===== src/rtl/apne_pkg.sv =====
package apne_pkg;

    // default sizes
    localparam int DIM_DEF        = 4;
    localparam int MAX_WINDOW_DEF = 16;

    // fixed field widths
    localparam int VAL_W       = 32;
    localparam int IN_TDATA_W  = 40;
    localparam int FUNC_W      = 3;
    localparam int STAT_W      = 2;
    localparam int CFG_IDX_W   = 4;
    localparam int CFG_DATA_W  = 17;
    localparam int NUM_W       = 64;
    localparam int DEN_W       = 32;

    localparam logic [16:0] ONE_Q16 = 17'd65536;

    // function codes
    localparam logic [FUNC_W-1:0] F_DX     = 3'd0;
    localparam logic [FUNC_W-1:0] F_POST   = 3'd1;
    localparam logic [FUNC_W-1:0] F_TRANS  = 3'd2;
    localparam logic [FUNC_W-1:0] F_COMMIT = 3'd3;
    localparam logic [FUNC_W-1:0] F_QUERY  = 3'd4;
    localparam logic [FUNC_W-1:0] F_WRESET = 3'd5;
    localparam logic [FUNC_W-1:0] F_INIT   = 3'd6;
    localparam logic [FUNC_W-1:0] F_OFFSET = 3'd7;

    // status codes
    localparam logic [STAT_W-1:0] STAT_OK      = 2'd0;
    localparam logic [STAT_W-1:0] STAT_SAT     = 2'd1;
    localparam logic [STAT_W-1:0] STAT_ZERO_DT = 2'd2;

    // configuration register indexes
    localparam logic [CFG_IDX_W-1:0] CFG_WLEN  = 4'd0;
    localparam logic [CFG_IDX_W-1:0] CFG_DIAG  = 4'd1;
    localparam logic [CFG_IDX_W-1:0] CFG_DECAY = 4'd2;
    localparam logic [CFG_IDX_W-1:0] CFG_SCALE = 4'd3;

    // banks of the matrix memory
    localparam int          BANKS      = 8;
    localparam logic [2:0]  BANK_DX    = 3'd0;
    localparam logic [2:0]  BANK_SPOST = 3'd1;
    localparam logic [2:0]  BANK_TRANS = 3'd2;
    localparam logic [2:0]  BANK_CUR   = 3'd3;
    localparam logic [2:0]  BANK_PROP  = 3'd4;
    localparam logic [2:0]  BANK_INIT  = 3'd5;
    localparam logic [2:0]  BANK_OFF   = 3'd6;
    localparam logic [2:0]  BANK_TMP   = 3'd7;

    // divider control and response
    typedef struct packed {
        logic start;
        logic floor_mode;
    } div_req_t;

    typedef struct packed {
        logic                    done;
        logic signed [NUM_W-1:0] quot;
    } div_rsp_t;

endpackage


===== src/rtl/apne_div.sv =====
module apne_div
(
    input  logic                             clk,
    input  logic                             rst_n,
    input  apne_pkg::div_req_t               req,
    input  logic signed [apne_pkg::NUM_W-1:0] num,
    input  logic signed [apne_pkg::DEN_W-1:0] den,
    output apne_pkg::div_rsp_t               rsp
);

    localparam int NW = apne_pkg::NUM_W;
    localparam int DW = apne_pkg::DEN_W;
    localparam int CNW = $clog2(NW + 1);

    logic           busy_reg;
    logic           done_reg;
    logic [CNW-1:0] cnt_reg;
    logic [NW-1:0]  quo_reg;
    logic [DW-1:0]  rem_reg;
    logic [DW-1:0]  dmag_reg;
    logic           neg_reg;
    logic           flr_reg;

    logic [NW-1:0]  num_mag;
    logic [DW-1:0]  den_mag;
    logic [DW:0]    trial;
    logic           fits;
    logic [NW-1:0]  res_mag;

    // magnitudes of the operands
    assign num_mag = num[NW-1] ? NW'(-num) : NW'(num);
    assign den_mag = den[DW-1] ? DW'(-den) : DW'(den);

    // one restoring step
    assign trial = {rem_reg, quo_reg[NW-1]};
    assign fits  = (trial >= {1'b0, dmag_reg});

    // control
    always_ff @(posedge clk or negedge rst_n)
    begin
        if (!rst_n)
        begin
            busy_reg <= 1'b0;
            done_reg <= 1'b0;
            cnt_reg  <= '0;
        end
        else if (req.start)
        begin
            busy_reg <= 1'b1;
            done_reg <= 1'b0;
            cnt_reg  <= '0;
        end
        else if (busy_reg)
        begin
            cnt_reg <= cnt_reg + 1'b1;
            if (cnt_reg == CNW'(NW - 1))
            begin
                busy_reg <= 1'b0;
                done_reg <= 1'b1;
            end
        end
        else
        begin
            done_reg <= 1'b0;
        end
    end

    // datapath, one quotient bit per cycle
    always_ff @(posedge clk)
    begin
        if (req.start)
        begin
            quo_reg  <= num_mag;
            rem_reg  <= '0;
            dmag_reg <= den_mag;
            neg_reg  <= num[NW-1] ^ den[DW-1];
            flr_reg  <= req.floor_mode;
        end
        else if (busy_reg)
        begin
            quo_reg <= {quo_reg[NW-2:0], fits};
            rem_reg <= fits ? DW'(trial - {1'b0, dmag_reg}) : DW'(trial);
        end
    end

    // signed result, truncated or floored
    assign res_mag = (neg_reg && flr_reg && (rem_reg != '0)) ? quo_reg + 1'b1 : quo_reg;

    assign rsp.done = done_reg;
    assign rsp.quot = neg_reg ? -$signed(res_mag) : $signed(res_mag);

endmodule


===== config.mk =====
export PLATFORM = sky130hd
export DESIGN_NAME = apne_div
export DESIGN_NICKNAME = d
export VERILOG_FILES = /design/src/rtl/apne_pkg.sv /design/src/rtl/apne_div.sv
export SDC_FILE = /design/constraint.sdc
export NUM_CORES = 1
export LEC_CHECK = 0
export ABC_AREA = 1
export BUFFER_PORTS_ARGS = -buffer_cell sky130_fd_sc_hd__buf_2
export CAP_MARGIN = 20
export CELL_PAD_IN_SITES_DETAIL_PLACEMENT = 2
export CELL_PAD_IN_SITES_GLOBAL_PLACEMENT = 2
export CORE_MARGIN = 4
export CORE_UTILIZATION = 32
export CTS_CLUSTER_SIZE = 12
export DETAILED_ROUTE_END_ITERATION = 8
export PLACE_DENSITY_LB_ADDON = 0.1
export SLEW_MARGIN = 25
export SYNTH_ARGS = -nofsm -noshare
export SYNTH_HDL_FRONTEND = slang
export SYNTH_SLANG_ARGS = --single-unit
export TNS_END_PERCENT = 100

===== constraint.sdc =====
create_clock -name clk -period 3.1 [get_ports clk]
set_clock_uncertainty 0.15 [all_clocks]
set_input_delay 0.465 -clock clk [delete_from_list [all_inputs] [get_ports clk]]
set_output_delay 0.465 -clock clk [all_outputs]
set_load 0.02 [all_outputs]

==> metrics.yaml, run 1 <==
cts_sinks: 139
netlist_area_um2: 15100
yosysSeqAreaShare_pct: 25.1
ys_warn_count: 0
cts-resized-gates: 554
error: "[ERROR DPL-0033] detailed placement checks failed during check placement."
synth_most_common_cell: "nand2_1"
clk_path_buf_depth: 2
cts_buffers: 17
gp_congestion: 0.898
placed_cells: 3593
ys_top_cells_by_count: "831 x nand2_1, 361 x nor2_1, 276 x inv_1"
root_buffer: "clkbuf_16"
synth-edff-count: 98
hold_buffers: 1
lastStage: "clock tree synthesis"
avgSynthCellArea_um2: 6.04
ys_async_sr_fraction_pct: 6.47
post_cts.repair.setup_buffers: 114
port_buffers: 164
start_util_pct: 32.5
outcome: "aborted with a tool error"
die-width_um: 226
ys_ff_latch: 139
die_h_um: 226
synth.top_cell.area_share_pct: 20.6
synth.distinct_cells: 54
yosys_most_used_dff: "edfxtp_1"
top_level_ports: 165
synth_cells: 2506
num_rows: 79
dpl.hpwl_um: 63900
synthTopCellsByArea: "nand2_1 21%, edfxtp_1 19%, nor2_1 8.9%"
syn_nets: 2644
yosysTopAreaCell: "nand2_1"
cts.htree.levels: 4
placed_area_um2: 19400
through the flow:
stage,hold slack [ns],worst slack (ns)
3_3_place_gp,0.177,-0.461
2_1_floorplan,0.0194,0.00108
3_5_place_dp,0.190,-0.815
cells by family after synthesis:
kind of cell | Yosys count | synth area share [%]
AOI/OAI and AO/OA | 282 | 10.2
DFF | 139 | 25.1
xor gates and xnor gates | 155 | 8.96
buffers and inverters | 344 | 8.91
adders and majority gates | 38 | 3.19
and+or+nand+nor | 1548 | 43.6
==> run 2: changes to the inputs <==
- CELL_PAD_IN_SITES_DETAIL_PLACEMENT: 2 -> default
- CELL_PAD_IN_SITES_GLOBAL_PLACEMENT: 2 -> default
- CORE_UTILIZATION: 32 -> 28
- CTS_CLUSTER_SIZE: 12 -> default
- PLACE_DENSITY_LB_ADDON: 0.1 -> 0.15
==> run 2 against run 1 <==
Net effect: synthesized area unchanged; the flow now finishes, with violations (setup timing); synthesized cell count unchanged.
==> metrics.yaml, run 2 <==
outcome: "finished with violations"
violations: "setup timing"
num_rows: 84
netlist_area_um2: 15100
met1_usage_pct: 32.7
cts.htree.levels: 4
antenna_found_initial: 0
min_period_ns: 3.72
slowest_delay_ns: 0.44
worstMarginPinSlew_ns: 0.851
cts_buffers: 17
final-setup-viol-count: 61
ys_warn_count: 0
ys_ff_latch: 139
avgSynthCellArea_um2: 6.04
yosysTopAreaCell: "nand2_1"
power_leakage_nw: 10.7
num_vias: 18100
grt_pass1_vias: 17100
drv_slew: 0
cp_max_fo: 4
max_freq_mhz: 269
grt_overflow: 0
startpoint_type: "register"
crit_required_ns: 2.48
pre_cts_ws_ns: -0.507
ys_async_sr_fraction_pct: 6.47
path_buf_inv: 5
use_met3_pct: 1.74
crit_chain: "ha_4, nand2_4, nor2_8, nand3_4, nor2_1, buf_4, nand3_1, nand2_1, nand2_1, nand2_1, nand2_2, nor2_2, buf_4, nand4_1, inv_1, nand3_2, nand2_1, nand2_1, nand2_1, inv_1, buf_6"
synth.top_cell.area_share_pct: 20.6
worstPathArrival_ns: 3.11
ys_top_cells_by_count: "831 x nand2_1, 361 x nor2_1, 276 x inv_1"
cp_common_cell: "nand2_1"
cts_sinks: 139
port_buffers: 164
first_iter_violations: 1115
synth.distinct_cells: 54
syn_nets: 2644
viasPerCell: 4.75
setup_slack_ns: -0.621
maxSlewHeadroom_pct: 42.9
synth-edff-count: 98
totalWireLength_um: 62500
die_h_um: 241
slowest_stage: "edfxtp_1"
synthTopCellsByArea: "nand2_1 21%, edfxtp_1 19%, nor2_1 8.9%"
met2_usage_pct: 31.6
die-width_um: 241
root_buffer: "clkbuf_16"
finalHoldWorstSlack_ns: 0.111
hold_viol_final: 0
layout_common_cells: "667 x nand2_1, 472 x buf_4, 270 x inv_1, 223 x nor2_1, 149 x o21ai_0"
syn_to_final_growth_pct: 50.7
drt_pass1_iterations: 5
insertion_delay_ns: 0.44
grt.busiest_layer: "met1"
grt_pass1_wl_um: 95700
drive_gt1_share_pct: 35.7
clk_pin_slew_ns: 0.06
largest_reg_flops: 64
worstSetupPathType: "reg2out"
yosysSeqAreaShare_pct: 25.1
yosys_most_used_dff: "edfxtp_1"
grt_start_max_net_pins: 60
crit_family: "simple AND/OR/NAND/NOR gates"
gp_congestion: 0.891
maxCapViolCount: 0
synth_most_common_cell: "nand2_1"
nNetsFinal: 3242
top_level_ports: 165
endpoint_kind: "output port"
die-area_um2: 57900
core_um2: 53100
ant_nets: 0
antenna_cells: 0
fill_cells: 5649
min_period_over_period_pct: 120
max-vdd-ir-drop_uv: 391
cts_tree: "done"
start_util_pct: 28.5
synth_cells: 2506
dpl.hpwl_um: 51200
detail_route.wl_per_cell_um: 16.4
rsz0062_at_grt: "true"
clk_path_buf_depth: 2
final_common_cell: "nand2_1"
grt_use_total_pct: 21.0
reg2reg_slack_ns: 0.24
hold_class: "in2reg"
drc: 0
power_density_nw_per_um2: 533
## run 2: kinds of logic after synthesis
kind of cell               after synthesis  share of synthesized area, %
AOI/OAI and AO/OA                      282                          10.2
adders and majority gates               38                          3.19
xor gates and xnor gates               155                          8.96
DFF                                    139                          25.1
and+or+nand+nor                       1548                          43.6
buffers and inverters                  344                          8.91
## run 2: through the flow
| step | total power (W) | cells | cell area, um2 | utilization, % | setup TNS (ns) |
|---|---|---|---|---|---|
| finish | 0.0122 | 3805 | 22800 | 43.0 | -29.91 |
| global route | 0.0131 | 3805 | 22800 | 43.0 | -41.68 |
| global placement | 0.00889 | 3682 | 19600 | 36.9 | -17.58 |
| detailed placement | 0.00891 | 3682 | 19600 | 36.9 | -19.25 |
| CTS | 0.0117 | 3758 | 21700 | 40.8 | -31.38 |
| floorplan | 0.00635 | 2506 | 15200 | - | 0 |
## run 2: final timing paths
| path | from | to | depth (start not counted) |
|---|---|---|---|
| worst min register to register | done_reg | done_reg | 2 |
| worst max register to register | rem_reg[7] | rem_reg[6] | 15 |
| worst min-delay path | req[0] | flr_reg | 1 |
| min in group asynchronous | rst_n | done_reg | 2 |
| max in group asynchronous | rst_n | cnt_reg[6] | 2 |
| worst max-delay path | quo_reg[0] | rsp[53] | 21 |
## run 2: layer usage
layer / up-vias / part of all wire, %
met3: 37 / 3.9
met4: 0 / 0.96
met5: - / 0
met1: 8326 / 53
met2: 399 / 43
li1: 9307 / -
## run 2: where the power goes
part / switching (W) / leakage [nW] / internal (W)
clock network: 0.000866 / 0.304 / 0.00127
registers: 0.000327 / 1.42 / 0.00242
logic: 0.00421 / 8.98 / 0.00308
## run 2: timing repair
item,CTS,global route
setup buffers,38,46
pin swaps,103,114
gates resized for setup,330,245
setup endpoints to repair,63,89
gates cloned,6,2
endpoints found under the hold margin,9,0
hold buffers,1,0
## run 2: area by class of cell
cell class | count | area, um2 | share of cell area [%]
multi-input cells | 2026 | 11600 | 50.8
repair buffers | 636 | 4850 | 21.3
flip-flops and latches | 139 | 3830 | 16.8
inverters | 284 | 1070 | 4.67
well taps | 688 | 861 | 3.77
clock buffers | 21 | 504 | 2.21
clock inverters | 11 | 119 | 0.521
## run 2: worst register-to-register path, cell delays in order, from the launching register on
cell and delay [ns]:
dfxtp_2 0.34, buf_4 0.14, ha_1 0.37, nand2_1 0.14, nor2_2 0.15, inv_1 0.08, nor4_2 0.25, a21oi_2 0.13
o21ai_2 0.16, nand3_1 0.09, nand2_1 0.15, buf_12 0.17, buf_4 0.18, nand2_1 0.06, o21ai_0 0.08, o21ai_0 0.09
(Power assumes the default switching activity.)
==> run 3: changes to the inputs <==
- RECOVER_POWER: default -> 25
==> run 3 against run 2 <==
Net effect: the run still ends with setup timing left; clock-buffer cell count unchanged; maximum frequency decreased by 0.20%; core utilization about the same; final area about the same; flip-flop and latch count unchanged; final cell count unchanged; critical path type unchanged; non-clock buffer count unchanged; wire length about the same; total power about the same; register-to-register slack about the same.
==> metrics.yaml, run 3 (synthesized netlist as in run 2, its figures left out) <==
die-width_um: 241
num_vias: 18000
cp_max_fo: 4
die-area_um2: 57900
grt.busiest_layer: "met1"
final-setup-viol-count: 61
startpoint_type: "register"
setup_slack_ns: -0.628
num_rows: 84
slowest_delay_ns: 0.45
nNetsFinal: 3242
layout_common_cells: "667 x nand2_1, 468 x buf_4, 272 x inv_1, 224 x nor2_1, 149 x o21ai_0"
endpoint_kind: "output port"
rsz0062_at_grt: "true"
drt_pass1_iterations: 6
syn_to_final_growth_pct: 50.5
outcome: "finished with violations"
crit_family: "simple AND/OR/NAND/NOR gates"
worstPathArrival_ns: 3.11
intPower_w: 0.00677
max_freq_mhz: 268
grt_pass1_vias: 17100
placed_area_um2: 19600
drc: 0
comb_power_share_pct: 59.9
pre_cts_ws_ns: -0.507
core_um2: 53100
drv_slew: 0
power_switching_w: 0.00539
regArea_um2: 3830
hold_class: "in2reg"
multi_input_area_um2: 11600
grt_start_max_net_pins: 60
totalWireLength_um: 62500
use_met3_pct: 1.74
worstMarginPinSlew_ns: 1.19
min_period_over_period_pct: 120
crit_required_ns: 2.48
viasPerCell: 4.74
cts_tree: "done"
met1_usage_pct: 32.7
start_util_pct: 28.5
violations: "setup timing"
grt_pass1_wl_um: 95700
detail_route.wl_per_cell_um: 16.4
hold_viol_final: 0
crit_chain: "ha_4, nand2_4, nor2_8, nand3_4, nor2_1, buf_4, nand3_1, nand2_1, nand2_1, nand2_1, nand2_2, nor2_2, buf_4, nand4_1, inv_1, nand3_2, nand2_1, nand2_1, nand2_1, inv_1, buf_6"
ant_nets: 0
path_buf_inv: 5
maxCapViolCount: 0
dpl.hpwl_um: 51200
switching_share_pct: 44.3
first_iter_violations: 1141
die_h_um: 241
cp_common_cell: "nand2_1"
insertion_delay_ns: 0.44
gp_congestion: 0.891
cts_buffers: 17
port_buffers: 164
final_common_cell: "nand2_1"
max-vdd-ir-drop_uv: 390
grt_overflow: 0
clkPwrFrac_pct: 17.5
grt_use_total_pct: 21.0
slowest_stage: "edfxtp_1"
min_period_ns: 3.73
finalSetupTns_ns: -30.16
met2_usage_pct: 31.6
clk_path_buf_depth: 2
root_buffer: "clkbuf_16"
drive_gt1_share_pct: 35.4
power_density_nw_per_um2: 533
total_power_w: 0.0122
top_level_ports: 165
antenna_cells: 0
power_leakage_nw: 10.7
cts.htree.levels: 4
clk_pin_slew_ns: 0.06
antenna_found_initial: 0
worstSetupPathType: "reg2out"
seqPwrFrac_pct: 22.6
largest_reg_flops: 64
fin_area_um2: 22800
cts_sinks: 139
fill_cells: 5651
maxSlewHeadroom_pct: 20.4
[run 3: cell types whose count changed in the layout (fill, tap and decap cells not counted)]
cell	previous run	this run
inv_1	270	272
buf_2	113	108
clkbuf_2	0	2
clkbuf_1	1	8
nor2_2	94	93
inv_2	11	9
buf_4	472	468
nor2_1	223	224
[run 3: final timing paths]
check | from | end | slack [ns] | cells past startpoint
max | quo_reg[0] | rsp[53] | -0.63 | 21
min | req[0] | flr_reg | 0.16 | 1
max reg2reg | rem_reg[7] | rem_reg[6] | 0.24 | 15
min reg2reg | done_reg | done_reg | 0.36 | 2
max in group asynchronous | rst_n | cnt_reg[6] | 2.03 | 2
min in group asynchronous | rst_n | cnt_reg[5] | 0.39 | 2
[run 3: power groups by stage]
stage          registers, W  clock network [W]  logic (W)
6_report            0.00274            0.00213    0.00728
5_1_grt             0.00279            0.00227    0.00801
4_1_cts             0.00268            0.00218    0.00680
3_5_place_dp        0.00270                  0    0.00621
3_3_place_gp        0.00269                  0    0.00620
2_1_floorplan       0.00268                  0    0.00367
[run 3: stage by stage]
step	utilization, %	hold WS, ns	cells
6_report	43.0	0.165	3805
5_1_grt	43.0	0.145	3805
4_1_cts	40.8	0.0789	3758
3_5_place_dp	36.9	0.194	3682
3_3_place_gp	36.9	0.185	3682
2_1_floorplan	-	0.0194	2506
[run 3: area by class of cell]
type	instances	area share (%)
multi-input cells	2026	50.8
clock buffers	21	2.21
clock inverters	11	0.521
well taps	688	3.78
repair buffers	636	21.2
flip-flops and latches	139	16.8
inverters	284	4.68
[run 3: per-layer routing]
| layer | vias to the layer above | part of all wire, % |
|---|---|---|
| li1 | 9302 | - |
| met1 | 8284 | 52 |
| met2 | 421 | 43 |
| met5 | - | 0 |
| met3 | 38 | 4.3 |
| met4 | 0 | 1.0 |
[run 3: timing repair]
| action | 4_1_cts | 5_1_grt |
|---|---|---|
| buffers inserted | 38 | 46 |
| hold buffers | 1 | 0 |
| endpoints found under the setup margin | 63 | 89 |
| pin swaps | 103 | 114 |
| gates cloned | 6 | 2 |
| gates resized for setup | 330 | 245 |
| endpoints found under the hold margin | 9 | 0 |
